===== src/hdl/tcce_pkg.sv =====
// Package for the text console cursor engine: field widths, command codes, result type.
`timescale 1ns / 1ps

package tcce_pkg;

  localparam int unsigned RowW   = 5;
  localparam int unsigned ColW   = 7;
  localparam int unsigned CharW  = 8;
  localparam int unsigned DColW  = 8;
  localparam int unsigned DRowW  = 6;

  localparam logic [CharW-1:0] NewlineCode = 8'd10;
  localparam logic [CharW-1:0] BlankCode   = 8'd32;

  typedef enum logic [1:0] {
    OP_PUT   = 2'd0,
    OP_BKSP  = 2'd1,
    OP_MOVE  = 2'd2,
    OP_CLEAR = 2'd3
  } op_e;

  typedef struct packed {
    logic             cell_write;
    logic [RowW-1:0]  cell_row;
    logic [ColW-1:0]  cell_col;
    logic [CharW-1:0] cell_char;
    logic             scroll_up;
    logic             clear_screen;
    logic [RowW-1:0]  cursor_row;
    logic [ColW-1:0]  cursor_col;
  } result_t;

endpackage


===== src/hdl/text_console_cursor_engine.sv =====
// Text console cursor engine: cursor tracking, cell write, scroll and clear requests.
//
//   channel  dir  handshake                fields
//   -------  ---  -----------------------  ------------------------------------------
//   in       in   in_valid_i / in_stall_o  op, char_code, delta_col, delta_row
//   out      out  out_valid_o / out_stall_i cell_write/row/col/char, scroll_up,
//                                          clear_screen, cursor_row, cursor_col
//
// One command per cycle while in_stall_o is low. A command is decoded against
// the cursor registers on transfer; the result is registered in out_q or skid_q.
// Reset clears the cursor to the origin and empties the output and skid registers.
// A stall on the output parks one more result in the skid register; in_stall_o
// rises only while that skid register is full, so it is a pure register output.
`timescale 1ns / 1ps

module text_console_cursor_engine
  import tcce_pkg::*;
#(
  parameter int unsigned COLUMNS = 80,
  parameter int unsigned ROWS    = 25
) (
  input  logic                    clk_i,
  input  logic                    rst_ni,

  input  logic                    in_valid_i,
  output logic                    in_stall_o,
  input  logic [1:0]              op_i,
  input  logic [CharW-1:0]        char_code_i,
  input  logic signed [DColW-1:0] delta_col_i,
  input  logic signed [DRowW-1:0] delta_row_i,

  output logic                    out_valid_o,
  input  logic                    out_stall_i,
  output logic                    cell_write_o,
  output logic [RowW-1:0]         cell_row_o,
  output logic [ColW-1:0]         cell_col_o,
  output logic [CharW-1:0]        cell_char_o,
  output logic                    scroll_up_o,
  output logic                    clear_screen_o,
  output logic [RowW-1:0]         cursor_row_o,
  output logic [ColW-1:0]         cursor_col_o
);

  localparam logic [ColW-1:0] ColMax = ColW'(COLUMNS - 1);
  localparam logic [RowW-1:0] RowMax = RowW'(ROWS - 1);

  // cursor state
  logic [RowW-1:0] row_q, row_d;
  logic [ColW-1:0] col_q, col_d;

  // output register and skid register
  logic    out_vld_q, out_vld_d;
  logic    skid_vld_q, skid_vld_d;
  result_t out_q, out_d;
  result_t skid_q, skid_d;

  result_t res;
  logic    in_xfer, out_xfer;

  assign in_stall_o = skid_vld_q;
  assign in_xfer    = in_valid_i & ~skid_vld_q;
  assign out_xfer   = out_vld_q & ~out_stall_i;

  // command decode
  always_comb begin
    logic [ColW:0]          col_inc;
    logic [RowW:0]          row_inc;
    logic signed [ColW+1:0] col_sum;
    logic signed [RowW+1:0] row_sum;

    col_inc = {1'b0, col_q} + 1'b1;
    row_inc = {1'b0, row_q} + 1'b1;
    col_sum = $signed({2'b00, col_q}) + (ColW+2)'(delta_col_i);
    row_sum = $signed({2'b00, row_q}) + (RowW+2)'(delta_row_i);

    res   = '0;
    row_d = row_q;
    col_d = col_q;

    case (op_e'(op_i))
      OP_PUT: begin
        if (char_code_i == NewlineCode) begin
          col_d = '0;
          if (row_inc > {1'b0, RowMax}) begin
            res.scroll_up = 1'b1;
            row_d         = RowMax;
          end else begin
            row_d = row_inc[RowW-1:0];
          end
        end else begin
          res.cell_write = 1'b1;
          res.cell_row   = row_q;
          res.cell_col   = col_q;
          res.cell_char  = char_code_i;
          if (col_inc > {1'b0, ColMax}) begin
            // wrap to the next line
            col_d = '0;
            if (row_inc > {1'b0, RowMax}) begin
              res.scroll_up = 1'b1;
              row_d         = RowMax;
            end else begin
              row_d = row_inc[RowW-1:0];
            end
          end else begin
            col_d = col_inc[ColW-1:0];
          end
        end
      end
      OP_BKSP: begin
        if (col_q != '0) begin
          col_d          = col_q - 1'b1;
          res.cell_write = 1'b1;
          res.cell_row   = row_q;
          res.cell_col   = col_q - 1'b1;
          res.cell_char  = BlankCode;
        end else if (row_q != '0) begin
          // back onto the end of the previous line
          row_d          = row_q - 1'b1;
          col_d          = ColMax;
          res.cell_write = 1'b1;
          res.cell_row   = row_q - 1'b1;
          res.cell_col   = ColMax;
          res.cell_char  = BlankCode;
        end
      end
      OP_MOVE: begin
        if (col_sum < 0) begin
          col_d = '0;
        end else if (col_sum > $signed({2'b00, ColMax})) begin
          col_d = ColMax;
        end else begin
          col_d = col_sum[ColW-1:0];
        end
        if (row_sum < 0) begin
          row_d = '0;
        end else if (row_sum > $signed({2'b00, RowMax})) begin
          row_d = RowMax;
        end else begin
          row_d = row_sum[RowW-1:0];
        end
      end
      default: begin
        res.clear_screen = 1'b1;
        row_d            = '0;
        col_d            = '0;
      end
    endcase

    res.cursor_row = row_d;
    res.cursor_col = col_d;
  end

  // output and skid steering
  always_comb begin
    out_vld_d  = out_vld_q;
    skid_vld_d = skid_vld_q;
    out_d      = out_q;
    skid_d     = skid_q;

    if (out_xfer || !out_vld_q) begin
      if (skid_vld_q) begin
        out_d      = skid_q;
        out_vld_d  = 1'b1;
        skid_vld_d = 1'b0;
      end else if (in_xfer) begin
        out_d     = res;
        out_vld_d = 1'b1;
      end else begin
        out_vld_d = 1'b0;
      end
    end else if (in_xfer) begin
      skid_d     = res;
      skid_vld_d = 1'b1;
    end
  end

  always_ff @(posedge clk_i or negedge rst_ni) begin
    if (!rst_ni) begin
      row_q      <= '0;
      col_q      <= '0;
      out_vld_q  <= 1'b0;
      skid_vld_q <= 1'b0;
    end else begin
      if (in_xfer) begin
        row_q <= row_d;
        col_q <= col_d;
      end
      out_vld_q  <= out_vld_d;
      skid_vld_q <= skid_vld_d;
    end
  end

  always_ff @(posedge clk_i) begin
    out_q  <= out_d;
    skid_q <= skid_d;
  end

  assign out_valid_o    = out_vld_q;
  assign cell_write_o   = out_q.cell_write;
  assign cell_row_o     = out_q.cell_row;
  assign cell_col_o     = out_q.cell_col;
  assign cell_char_o    = out_q.cell_char;
  assign scroll_up_o    = out_q.scroll_up;
  assign clear_screen_o = out_q.clear_screen;
  assign cursor_row_o   = out_q.cursor_row;
  assign cursor_col_o   = out_q.cursor_col;

endmodule


===== config.mk =====
export PLATFORM = sky130hd
export DESIGN_NAME = text_console_cursor_engine
export DESIGN_NICKNAME = d
export VERILOG_FILES = /design/src/hdl/tcce_pkg.sv /design/src/hdl/text_console_cursor_engine.sv
export SDC_FILE = /design/constraint.sdc
export NUM_CORES = 1
export LEC_CHECK = 0
export ABC_AREA = 1
export BUFFER_PORTS_ARGS = -buffer_cell sky130_fd_sc_hd__buf_4
export CAP_MARGIN = 20
export CORE_ASPECT_RATIO = 0.6
export CORE_MARGIN = 3
export CORE_UTILIZATION = 50
export DETAILED_ROUTE_END_ITERATION = 16
export GPL_ROUTABILITY_DRIVEN = 0
export PLACE_DENSITY = 0.75
export SETUP_SLACK_MARGIN = 0.3
export SLEW_MARGIN = 25
export SYNTH_ARGS = -nofsm -noshare
export SYNTH_HDL_FRONTEND = slang
export SYNTH_SLANG_ARGS = --single-unit

===== constraint.sdc =====
create_clock -name clk_i -period 5.7 [get_ports clk_i]
set_clock_uncertainty 0.05 [all_clocks]
set_input_delay 1.14 -clock clk_i [delete_from_list [all_inputs] [get_ports clk_i]]
set_output_delay 1.14 -clock clk_i [all_outputs]
set_load 0.005 [all_outputs]

==> out/metrics.cfg <==
[finish]
final_common_cell = nand2_1
syn_to_final_growth_pct = 19.9
stdcell_area_sq_um = 5890
drive_gt1_share_pct = 20.0
layout_common_cells = 232 x nand2_1, 70 x edfxtp_1, 66 x buf_4
fin_nets = 688
antennaDiodeCount = 0

[clock_network]
clk_pin_slew_ps = 60
postCtsResizedCells = 0
h-tree-depth = 3
cts_buffers = 9
cts_tree = built
cts_root_buf = clkbuf_16
clk_path_buf_depth = 2
cts.sinks = 84
cts_setup_buffers = 0
hold_buffers = 0
clk_latency_ps = 340

[min_path]
hold_class = reg -> reg
whs_endpoint = cell_char_o[3]
worstHoldStart = skid_q[17]
holdPathStages = 2

[logic_synthesis]
async_flop_share_pct = 16.7
synthCells = 574
synth_top_area_share_pct = 42.8
avgSynthCellArea_sq_um = 8.56
synth_area_sq_um = 4910
synth_area_leader_cell = edfxtp_1
ys_ff_latch = 84
synthFlopType = edfxtp_1
synth.area.top_cells = edfxtp_1 43%, nand2_1 18%, dfrtp_1 7.1%, ha_1 4.6%, inv_1 4.0%
yosysWarnings = 0
synth_edf_count = 70
synth.distinct_cells = 37
ys_seq_area_share_pct = 49.9
synth_nets = 622

[place]
placed_area_sq_um = 5570
dp.final_hpwl_mm = 8.88
place.port_buffers = 64

[pwr]
power_frac_clock_pct = 23.1
seqPwrFrac_pct = 34.9
p_leak_uw = 0.00280
vdd_drop_max_uv = 216
switchingPower_uw = 1100
power_density_nw_per_um2 = 461
swShare_pct = 40.5
combPwrFrac_pct = 42.0
p_int_uw = 1620

[critical_path]
crit_type = in -> reg
cp-end-kind = flip-flop
worstPathRequired_ps = 5740
critical_path.max_fanout = 4
slowest_stage = fa_1
cpPeakStageDelay_ps = 420
r2r-start = col_q[0]
ff2ff_setup_slack_ps = 2930
r2r-end = cursor_col_o[5]
arrival_ps = 3040
cp-start-kind = input pin
worstRegToRegCells = 15
crit_buf_inv = 3
worst_path_most_repeated_cell = nand2_1
path_delay_family = simple AND/OR/NAND/NOR gates
path_cells = buf_4 > ha_1 > inv_1 > fa_1 > inv_1 > nand3_1 > nand3b_1 > nand2_1 > nand3_1 > nand2_1 > nand2_1 > nand2_1 > nand2_1 > nand3_1 > nand2_1 > nand2_1

[drt]
drc = 0
first_pass_iters = 6
wl_per_cell_um = 15.5
routed_wl_mm = 12.0
antenna_left = 0
vias = 4110
drtIter0Drc = 528
routed_via_density = 5.30

[grt]
grt_pass1_vias = 3676
track_usage_pct = 22.2
antenna_found_initial = 0
grt_max_degree = 38
grt-ovfl-total = 0
grt_pass1_wl_mm = 18.8

[floorplanning]
fp.dieH_um = 82.8
io-pin-count = 65
die_w_um = 134
start_util_pct = 52.5
rows = 27
core_sq_um = 9360
dieArea_sq_um = 11100

[sta]
tns_ps = 0
final.period_utilization_pct = 52.7
slew_viol_final = 0
fmax_mhz = 333
worst_slew_pin_slew_ps = 678
setup_viol_count_final = 0
slew_headroom_pct = 54.7
finalHoldViolations = 0
rsz0062_at_grt = no
min_period_ps = 3000

[run_status]
run_status = completed

[flow_run]
drv_cap = 0

==> cell usage after synthesis (2+ instances only) <==
| library cell | count |
|---|---|
| inv_2 | 9 |
| o21ai_0 | 8 |
| nor3_1 | 2 |
| a21oi_1 | 10 |
| nor2_1 | 38 |
| fa_1 | 2 |
| buf_2 | 3 |
| dfrtp_1 | 14 |
| nand3_1 | 31 |
| o22ai_2 | 4 |
| nor2_2 | 3 |
| nand4_1 | 12 |
| clkbuf_1 | 6 |
| inv_1 | 52 |
| edfxtp_1 | 70 |
| a21oi_2 | 2 |
| nand2_1 | 232 |
| nand2_2 | 7 |
| o21ai_1 | 12 |
| xnor2_1 | 3 |
| nand3_2 | 4 |
| nand2_4 | 3 |
| ha_1 | 18 |
| xor2_1 | 7 |
| nor2_4 | 4 |
| buf_6 | 3 |
| a31oi_1 | 2 |
| o21ai_2 | 2 |
| nand3b_1 | 3 |
==> layer usage <==
metal / part of all wire [%] / global-route usage, % / up-vias
met3: 12 / 6.81 / 25
met2: 41 / 31.0 / 232
met4: 1.3 / 6.57 / 0
li1: - / - / 2010
met5: 0 / 0 / -
met1: 46 / 33.1 / 1843
==> state kept, by name, summed over array words and instances (netlist names) <==
signal	count
cell_char_o	8
cell_col_o	7
cell_row_o	5
cell_write_o	1
clear_screen_o	1
col_q	7
cursor_col_o	7
cursor_row_o	5
in_stall_o	1
out_valid_o	1
row_q	5
scroll_up_o	1
skid_q	35
==> cell families after synthesis <==
kind of cell	synth area share, %
adders and majority gates	5.40
and+or+nand+nor	31.2
AOI/OAI and AO/OA	5.48
buffers and inverters	6.19
xor gates and xnor gates	1.78
DFF	49.9
==> tightest hold or removal path: stages, from the launching register on <==
cell      delay, ps
edfxtp_1        320
nand2_1          50
nand2_1          50
==> worst max-delay path by stage <==
stage	startpoint	to	slack, ps	depth (start not counted)
floorplan	in_valid_i	cell_char_o[0]	2280	2
global placement	delta_col_i[0]	cursor_col_o[5]	2550	16
detailed placement	delta_col_i[0]	cursor_col_o[5]	2400	16
CTS	delta_col_i[0]	cursor_col_o[4]	2730	16
global route	delta_col_i[0]	cursor_col_o[4]	2540	16
finish	delta_col_i[0]	cursor_col_o[5]	2700	16
==> through the flow <==
step	setup slack (ps)	util (%)	hold slack, ps	power (uW)	cells
2_1_floorplan	2280	-	441	1720	574
3_3_place_gp	2550	58.9	452	2000	757
3_5_place_dp	2400	59.5	456	2050	759
4_1_cts	2730	62.9	469	2690	775
5_1_grt	2540	62.9	488	2880	775
6_report	2700	62.9	470	2720	775
==> layout make-up <==
type                    instances  area [sq um]
clock buffers                  10           229
clock inverters                 6          95.1
fillers                       734          3470
inverters                      61           229
multi-input cells             416          2170
flip-flops and latches         84          2450
well taps                     130           163
repair buffers                 68           551
==> power by group through the flow <==
stage	sequential [uW]	clock, uW	combinational, uW
floorplan	908	0	817
global placement	952	0	1050
detailed placement	956	0	1100
CTS	943	634	1110
global route	958	657	1260
finish	947	627	1140
(Power assumes the default switching activity.)
